==> src/hdl/ssms_pkg.sv <==
// Shared types and constants for the stock span monotonic stack.
`default_nettype none
package ssms_pkg;

  localparam int PRICE_W = 32;
  localparam int SPAN_W  = 11;

  // Stack move command broadcast to every slot in the chain
  typedef struct packed {
    logic push;
    logic pop;
  } ssms_shift_t;

endpackage
`default_nettype wire

==> src/hdl/ssms_slot.sv <==
// One stack slot: holds a value and its position, shifts with its neighbors.
`default_nettype none
module ssms_slot
  import ssms_pkg::*;
#(
  parameter int VAL_W = 32,
  parameter int POS_W = 10
) (
  input  wire logic             clk,
  input  wire ssms_shift_t      shift,
  input  wire logic [VAL_W-1:0] up_val,
  input  wire logic [POS_W-1:0] up_pos,
  input  wire logic [VAL_W-1:0] dn_val,
  input  wire logic [POS_W-1:0] dn_pos,
  output logic      [VAL_W-1:0] val,
  output logic      [POS_W-1:0] pos
);

  logic [VAL_W-1:0] val_r;
  logic [POS_W-1:0] pos_r;

  // Push takes the entry from above, pop takes the entry from below
  always_ff @(posedge clk) begin
    if (shift.push) begin
      val_r <= up_val;
      pos_r <= up_pos;
    end else if (shift.pop) begin
      val_r <= dn_val;
      pos_r <= dn_pos;
    end
  end

  assign val = val_r;
  assign pos = pos_r;

endmodule
`default_nettype wire

==> config.mk <==
export PLATFORM = sky130hd
export DESIGN_NAME = ssms_slot
export DESIGN_NICKNAME = d
export VERILOG_FILES = /design/src/hdl/ssms_pkg.sv /design/src/hdl/ssms_slot.sv
export SDC_FILE = /design/constraint.sdc
export NUM_CORES = 1
export LEC_CHECK = 0
export BUFFER_PORTS_ARGS = -buffer_cell sky130_fd_sc_hd__buf_2
export CORE_UTILIZATION = 45
export CTS_CLUSTER_SIZE = 24
export DETAILED_ROUTE_END_ITERATION = 10
export PLACE_DENSITY = 0.85
export SYNTH_ARGS = -nofsm -noshare
export SYNTH_HDL_FRONTEND = slang
export SYNTH_SLANG_ARGS = --single-unit
export TNS_END_PERCENT = 20
==> constraint.sdc <==
create_clock -name clk -period 4.4 [get_ports clk]
set_input_delay 0.66 -clock clk [delete_from_list [all_inputs] [get_ports clk]]
set_output_delay 0.66 -clock clk [all_outputs]
set_load 0.005 [all_outputs]
==> metrics, run 1 <==
outcome finished, final reports clean; CTS Buffer Depth 2; CP endpoint kind flop; Worst EP arrival 1.97 ns; Max Freq 482.7 MHz; Initial Util between 40% and 50%; DRC violations left 0; largest net degree at the start of global routing 43; RSZ-0062 raised after global routing no; Die X approximately 70 µm; CTS clk-pin slew, worst paths 0.07 ns; maximum vdd ir drop approximately 0.17 mV; commonest non-fill, non-tap cell in the layout buf_2; post-route insts no fill 272; P&R area growth vs syn 35.42%; DR vias 1272; Net Count, Synth roughly 180; Cell Chain, Critical Path buf_2, or2_2; top-area cell type share of the netlist area 63.76%; Top Usage Layer GRT met2; CTS Buf Count 5; Power per Cell Area 330.3 nW/µm²; yosys warns 0; WL per Instance between 10 and 15 µm; slowest stage delay, CP between 0.8 and 0.9 ns; Seq/Total Area, Yosys 63.76%; I/O pin count 129; Post-CTS Setup Inserts 0; met1 usage a little under a fifth; final setup fails 0; die footprint approximately 4700 µm²; proportion of layout cells with a drive suffix above 1 80.18%; Hold Fails Final Rpt 0; Mapped Avg Cell Area 21.98 µm²; cts hold-fix bufs 0; num rows 23; M3 GR Usage 2.667%; grt total ovfl 0; Leak between 1 and 1.5 nW; slew margin rel. 36.05%; first-pass GRT wire length roughly 5.4 mm; Root Buffer clkbuf_8; gr usage total roughly 17%; Final Wtd Congestion between 0.7 and 0.8; Syn Std Cell Area about 2000 µm²; 1st-iter DRT viols 83; vias in the first global route 1154; most frequent cells in the layout buf_2, edfxtp_1, mux2_4; TritonCTS clock tree built; placed insts 264; number of diodes 0; Final Power approximately 0.88 mW; kind of cell adding the most delay to the critical path simple AND/OR/NAND/NOR gates; met2 Usage GRT about 31%; Sink Count 42; library cells used by synthesis 6; Yosys reg bits 42; I/O Buffers 128; Post-DRT Antenna Nets 0; crit path max-delay cell type or2_2; final net count ~310; Placeable Area 4115 µm²; Fill cells 320; Crit Path Max Fanout between 40 and 50; critical path required time 4.30 ns; DR vias/cell roughly 4.7; fin crit share a little under half; Worst-Margin Slew roughly 0.96 ns; Setup TNS 0 ns; Worst Hold Class input port to flop; Syn Inst Count 90; Final Critical Period 2.072 ns; Slew Viols, Final 0; Buf/Inv on CP 1; critical path class input port to flop; largest area contributor in the netlist edfxtp_1; crit start category input port; H-Tree Depth 2; first-pass iteration count of the detailed router 3; initial antenna violation count 0; Max-Cap Viols 0; Post-Route WL 3.952 mm; Resize count post-CTS 0; Die Ht 68.30 µm; main area contributors after synthesis edfxtp_1, mux2_4, buf_12
[power breakdown]
part	internal (mW)	leakage [nW]	total, mW	switching [mW]
registers	0.491	0.428	0.501	0.0100
clock network	0.109	0.0426	0.227	0.118
logic	0.0981	0.843	0.157	0.0587
total	0.698	1.31	0.885	0.187
[through the flow]
stage	hold WS, ns	util, %	cell area, µm²	setup WS (ns)
final	0.6767	65.10	2679	2.328
after detailed placement	0.9642	63.12	2597	2.001
after global routing	0.6643	65.10	2679	2.196
after CTS	0.6697	65.10	2679	2.300
after global placement	0.9613	63.12	2597	2.060
after floorplan	0.8775	-	1978	2.084
[layer usage]
| layer | wire [µm] | vias to the layer above |
|---|---|---|
| li1 | - | 612 |
| met1 | 1528 | 581 |
| met2 | 2072 | 74 |
| met3 | 303 | 5 |
| met4 | 48 | 0 |
| met5 | 0 | - |
[synth_stat cells]
cell type and number:
buf_12 4, buf_6 1, edfxtp_1 42, mux2_2 3
mux2_4 39, or2_1 1
[logic make-up after synthesis]
| family | after synthesis | synth area share, % |
|---|---|---|
| flops | 42 | 63.76 |
| simple gates | 1 | 0.3165 |
| buf+inv | 5 | 4.617 |
| mux | 42 | 31.31 |
[area by class of cell]
type	instances	area, µm²	share of cell area [%]
clock buffer	6	72.57	2.709
timing repair buffer	129	648.1	24.19
sequential	42	1261	47.08
clock inverter	2	8.758	0.3269
multi-input combinational	43	625.6	23.35
tap	50	62.56	2.335
[state kept, by name, indices dropped and copies added (netlist names)]
name,count
pos,10
val,32
[final timing paths]
check | start | end | slack, ns | cells past startpoint
hold / removal | dn_val[20] | val[20] | 0.68 | 2
setup / recovery | shift[1] | pos[4] | 2.33 | 2
No activity file was read; power rests on OpenSTA's default activity.
==> run 2: changes to the inputs <==
--- a/config.mk
+++ b/config.mk
@@ -5,11 +5,12 @@
 export SDC_FILE = /design/constraint.sdc
 export NUM_CORES = 1
 export LEC_CHECK = 0
+export ABC_AREA = 1
 export BUFFER_PORTS_ARGS = -buffer_cell sky130_fd_sc_hd__buf_2
-export CORE_UTILIZATION = 45
+export CORE_UTILIZATION = 37
 export CTS_CLUSTER_SIZE = 24
 export DETAILED_ROUTE_END_ITERATION = 10
-export PLACE_DENSITY = 0.85
+export PLACE_DENSITY = 0.76
 export SYNTH_ARGS = -nofsm -noshare
 export SYNTH_HDL_FRONTEND = slang
 export SYNTH_SLANG_ARGS = --single-unit
==> constraint.sdc (replaced) <==
create_clock -name clk -period 1.8 [get_ports clk]
set_input_delay 0.27 -clock clk [delete_from_list [all_inputs] [get_ports clk]]
set_output_delay 0.27 -clock clk [all_outputs]
set_load 0.005 [all_outputs]
==> metrics, run 2 <==
Hold Fails Final Rpt 0 (unchanged); M3 GR Usage 5.833% (was 2.667%); DR vias/cell 4.246 (was 4.676); Post-Route WL 3.836 mm (was 3.952 mm); Net Count, Synth 266 (was 177); Final Wtd Congestion 0.6750 (was 0.7397); Reg power frac 58.1% (was 56.6%); Seq/Total Area, Yosys 68.81% (was 63.76%); Yosys reg bits 42 (unchanged); TritonCTS clock tree built (unchanged); kind of cell adding the most delay to the critical path simple AND/OR/NAND/NOR gates (unchanged); Post-DRT Antenna Nets 0 (unchanged); Syn Std Cell Area 1833 µm² (was 1978 µm²); CP endpoint kind flop (unchanged); slowest stage delay, CP 0.73 ns (was 0.85 ns); switching power 0.4732 mW (was 0.1867 mW); Synth async-reset ratio 0% (unchanged); fin crit share 66.48%; number of diodes 0 (unchanged); largest area contributor in the netlist edfxtp_1 (unchanged); first-pass GRT wire length 6.134 mm (was 5.430 mm); first-pass iteration count of the detailed router 4 (was 3); crit path max-delay cell type or2_2 (unchanged); final worst slack 0.6033 ns (was 2.328 ns); commonest non-fill, non-tap cell in the layout buf_2 (unchanged); met1 usage 15.01% (was 18.30%); top-area cell type share of the netlist area 68.81% (was 63.76%); Crit Path Max Fanout 42 (unchanged); gr usage total 15.48% (was 16.52%); Sink Count 42 (unchanged); met2 Usage GRT 29.28% (was 30.76%); Worst-Margin Slew 0.9522 ns (was 0.9592 ns); Initial Util 38.55% (was 48.07%); cts hold-fix bufs 0 (unchanged); CTS clk-pin slew, worst paths 0.07 ns (about the same); Top Usage Layer GRT met2 (unchanged); placed insts 366 (was 264); power share of the clock group 26.3% (was 25.6%); EDFF count, synth 42 (unchanged); critical path required time 1.71 ns (was 4.30 ns); H-Tree Depth 2 (unchanged); Syn Inst Count 179 (was 90); maximum vdd ir drop 0.3684 mV (was 0.1735 mV); Worst EP arrival 1.10 ns (was 1.97 ns); I/O pin count 129 (unchanged); P&R area growth vs syn 39.66% (was 35.42%); max reg flops 32 (unchanged); CTS Buffer Depth 2 (unchanged); WHS 0.2421 ns (was 0.6767 ns); initial antenna violation count 0 (unchanged); final setup fails 0 (unchanged); Max-Cap Viols 0 (unchanged); Placeable Area 4755 µm² (was 4115 µm²); Sw Share 22.47% (was 21.10%); placed cell area 2479 µm² (was 2597 µm²); Max Freq roughly 840 MHz; Power per Cell Area 822.6 nW/µm² (was 330.3 nW/µm²); CTS Buf Count 5 (unchanged); RSZ-0062 raised after global routing no (unchanged); Resize count post-CTS 0 (unchanged); DRC violations left 0 (unchanged); crit start category input port (unchanged); Final Critical Period 1.197 ns; main area contributors after synthesis edfxtp_1, nand2_1, buf_6 (was edfxtp_1, mux2_4, buf_12); post-route insts no fill 374 (was 272); Post-synth top cells nand2_1, edfxtp_1, buf_6, buf_4 (was edfxtp_1, mux2_4, buf_12, mux2_2); Post-CTS Setup Inserts 0 (unchanged); proportion of layout cells with a drive suffix above 1 44.63% (was 80.18%); critical path class input port to flop (unchanged); Cell Chain, Critical Path buf_2, or2_2 (unchanged); library cells used by synthesis 6 (unchanged); Gate power share 15.6% (was 17.7%); final net count 393 (was 308); Slew Viols, Final 0 (unchanged); top-count cell post-synth nand2_1 (was edfxtp_1); Die X 72.39 µm (was 68.30 µm); 1st-iter DRT viols 40 (was 83); die footprint 5240 µm² (was 4665 µm²); vias in the first global route 1512 (was 1154); DR vias 1588 (was 1272); Setup WS pre-CTS 0.2915 ns (was 2.001 ns); Buf/Inv on CP 1 (unchanged); outcome finished, final reports clean (unchanged); largest net degree at the start of global routing 44 (was 43); Top FF cell, synth edfxtp_1 (unchanged); design area 2560 µm² (was 2679 µm²); WL per Instance 10.26 µm (was 14.53 µm); Die Ht 72.39 µm (was 68.30 µm); most frequent cells in the layout buf_2, nand2_1, edfxtp_1 (was buf_2, edfxtp_1, mux2_4); Setup TNS 0 ns (unchanged); Worst Hold Class input port to flop (unchanged); grt total ovfl 0 (unchanged); Root Buffer clkbuf_8 (unchanged); Mapped Avg Cell Area 10.24 µm² (was 21.98 µm²); yosys warns 0 (unchanged); I/O Buffers 128 (unchanged); Leak 1.364 nW (was 1.313 nW); slew margin rel. 36.52% (was 36.05%); Pint 1.633 mW (was 0.6982 mW); num rows 25 (was 23)
-- run 2: cell types whose count changed after synthesis, moves of 3 or more --
cell | before | now
buf_12 | 4 | 0
buf_6 | 1 | 5
buf_4 | 0 | 4
mux2_2 | 3 | 0
mux2_4 | 39 | 0
nand2_1 | 0 | 126
-- run 2: path summary, 6_finish.rpt --
kind,startpoint,end,slack (ns),cells after the start
max,shift[1],val[1],0.60,2
min,dn_pos[9],pos[9],0.24,3
-- run 2: area by class of cell --
type,count,area [µm²]
timing repair buffer,129,648.1
fill,460,2195
clock inverter,2,8.758
inverter,1,6.256
multi-input combinational,127,479.2
tap,67,83.83
sequential,42,1261
clock buffer,6,72.57
-- run 2: cell families (layout without fill, tap and decap cells) --
group	count (synthesis)	count (layout)	synth area share, %
buffers and inverters	10	138	5.051
AND/OR/NAND/NOR	127	127	26.14
flip-flops	42	42	68.81
-- run 2: metal layers --
layer	vias up	part of all wire (%)
met3	8	8.6
li1	822	-
met1	680	37
met4	0	1.8
met2	78	53
met5	-	0
-- run 2: power by group through the flow --
| stage | registers [mW] | clock network (mW) | logic [mW] |
|---|---|---|---|
| 6_report | 1.22 | 0.555 | 0.328 |
| 3_3_place_gp | 1.24 | 0 | 0.326 |
| 4_1_cts | 1.22 | 0.575 | 0.335 |
| 2_1_floorplan | 1.27 | 0 | 0.115 |
| 5_1_grt | 1.23 | 0.617 | 0.369 |
| 3_5_place_dp | 1.25 | 0 | 0.334 |
-- run 2: through the flow --
step / power, mW / util (%)
floorplan: 1.380 / -
global placement: 1.568 / 52.13
detailed placement: 1.580 / 52.13
CTS: 2.133 / 53.84
global route: 2.219 / 53.84
finish: 2.106 / 53.84
==> run 3: changes to the inputs <==
--- a/config.mk
+++ b/config.mk
@@ -7,10 +7,10 @@
 export LEC_CHECK = 0
 export ABC_AREA = 1
 export BUFFER_PORTS_ARGS = -buffer_cell sky130_fd_sc_hd__buf_2
-export CORE_UTILIZATION = 37
+export CORE_UTILIZATION = 41
 export CTS_CLUSTER_SIZE = 24
 export DETAILED_ROUTE_END_ITERATION = 10
-export PLACE_DENSITY = 0.76
+export PLACE_DENSITY = 0.8
 export SYNTH_ARGS = -nofsm -noshare
 export SYNTH_HDL_FRONTEND = slang
 export SYNTH_SLANG_ARGS = --single-unit
==> constraint.sdc (replaced) <==
create_clock -name clk -period 1.2 [get_ports clk]
set_input_delay 0.18 -clock clk [delete_from_list [all_inputs] [get_ports clk]]
set_output_delay 0.18 -clock clk [all_outputs]
set_load 0.005 [all_outputs]
==> metrics, run 3 (synthesis gave the netlist of run 2 again) <==
Cell Chain, Critical Path buf_2, buf_4, inv_4, nand2_1, nand2_1 (was buf_2, or2_2); fin crit share between 80% and 90%; Worst EP arrival 1.11 ns (was 1.10 ns); Final Critical Period 1.064 ns; WL per Instance 11.22 µm (was 10.26 µm); CTS Buffer Depth 2 (unchanged); CP endpoint kind flop (unchanged); Setup TNS 0 ns (unchanged); gr usage total 17.08% (was 15.48%); final net count 393 (unchanged); Resize count post-CTS 0 (unchanged); TritonCTS clock tree built (unchanged); placed cell area 2460 µm² (was 2479 µm²); CTS Buf Count 5 (unchanged); I/O pin count 129 (unchanged); RSZ-0062 raised after global routing no (unchanged); Final Wtd Congestion 0.6713 (was 0.6750); most frequent cells in the layout buf_2, nand2_1, edfxtp_1 (unchanged); crit start category input port (unchanged); Post-DRT Antenna Nets 0 (unchanged); placed insts 349 (was 366); min-delay src dn_pos[3] (was dn_pos[9]); proportion of layout cells with a drive suffix above 1 44.44% (was 44.63%); cts hold-fix bufs 0 (unchanged); grt total ovfl 0 (unchanged); final setup fails 0 (unchanged); kind of cell adding the most delay to the critical path buffers and inverters (was simple AND/OR/NAND/NOR gates); CP dominant cell by count nand2_1; P&R area growth vs syn 38.36% (was 39.66%); first-pass GRT wire length 5.885 mm (was 6.134 mm); Die X 68.87 µm (was 72.39 µm); commonest non-fill, non-tap cell in the layout buf_2 (unchanged); largest net degree at the start of global routing 44 (unchanged); Final Power 3.159 mW (was 2.106 mW); H-Tree Depth 2 (unchanged); design area 2536 µm² (was 2560 µm²); Max-Cap Viols 0 (unchanged); Worst-Margin Slew 0.5668 ns (was 0.9522 ns); crit path max-delay cell type buf_4 (was or2_2); initial antenna violation count 0 (unchanged); 1st-iter DRT viols 133 (was 40); slowest stage delay, CP 0.37 ns (was 0.73 ns); Die Ht 68.87 µm (was 72.39 µm); num rows 23 (was 25); dpl hpwl 2.912 mm; Max Freq 940.1 MHz; vias in the first global route 1400 (was 1512); utilization after layout 61.20% (was 53.84%); Leak 1.361 nW (was 1.364 nW); WHS 0.1588 ns (was 0.2421 ns); I/O Buffers 128 (unchanged); Post-CTS Setup Inserts 0 (unchanged); Root Buffer clkbuf_8 (unchanged); Sink Count 42 (unchanged); final worst slack 0.1363 ns (was 0.6033 ns); critical path required time 1.24 ns (was 1.71 ns); die footprint 4742 µm² (was 5240 µm²); Hold Fails Final Rpt 0 (unchanged); CTS clk-pin slew, worst paths 0.07 ns (about the same); post-route insts no fill 356 (was 374); DR vias/cell 4.508 (was 4.246); Placeable Area 4144 µm² (was 4755 µm²); outcome finished, final reports clean (unchanged); Setup WS pre-CTS -0.1610 ns (was 0.2915 ns); Slew Viols, Final 0 (unchanged); number of diodes 0 (unchanged); Buf/Inv on CP 3 (was 1); critical path class input port to flop (unchanged); first-pass iteration count of the detailed router 4 (unchanged); slew margin rel. 62.21% (was 36.52%); Fill cells 379 (was 460); Worst Hold Class input port to flop (unchanged); Post-Route WL 3.995 mm (was 3.836 mm); max reg flops 32 (unchanged); DR vias 1605 (was 1588); CP startpoint shift[1] (unchanged); Initial Util 44.23% (was 38.55%); Crit Path Max Fanout 43 (was 42); maximum vdd ir drop 0.7915 mV (was 0.3684 mV); DRC violations left 0 (unchanged); Power per Cell Area 1245 nW/µm² (was 822.6 nW/µm²)
-- run 3: final timing paths --
check	end	slack, ns	depth (start not counted)
worst min-delay path	pos[3]	0.16	3
worst max-delay path	pos[2]	0.14	5
-- run 3: where the power goes --
part           total (mW)  internal (mW)  switching [mW]
clock network       0.829          0.401           0.429
registers            1.84           1.80          0.0374
logic               0.491          0.250           0.242
total                3.16           2.45           0.708
-- run 3: layout make-up --
class | count | area, µm² | share of cell area, %
Clock buffer | 7 | 76.32 | 3.009
Multi-Input combinational cell | 127 | 481.7 | 18.99
Timing Repair Buffer | 129 | 648.1 | 25.56
Inverter | 1 | 6.256 | 0.2467
Tap cell | 50 | 62.56 | 2.467
Sequential cell | 42 | 1261 | 49.73
-- run 3: per-layer routing --
layer | vias to the layer above | GRT usage (%) | wire length [µm]
met5 | - | 0 | 0
met3 | 4 | 5.099 | 407
li1 | 822 | - | -
met2 | 83 | 30.22 | 2019
met1 | 696 | 19.32 | 1524
met4 | 0 | 6.122 | 43
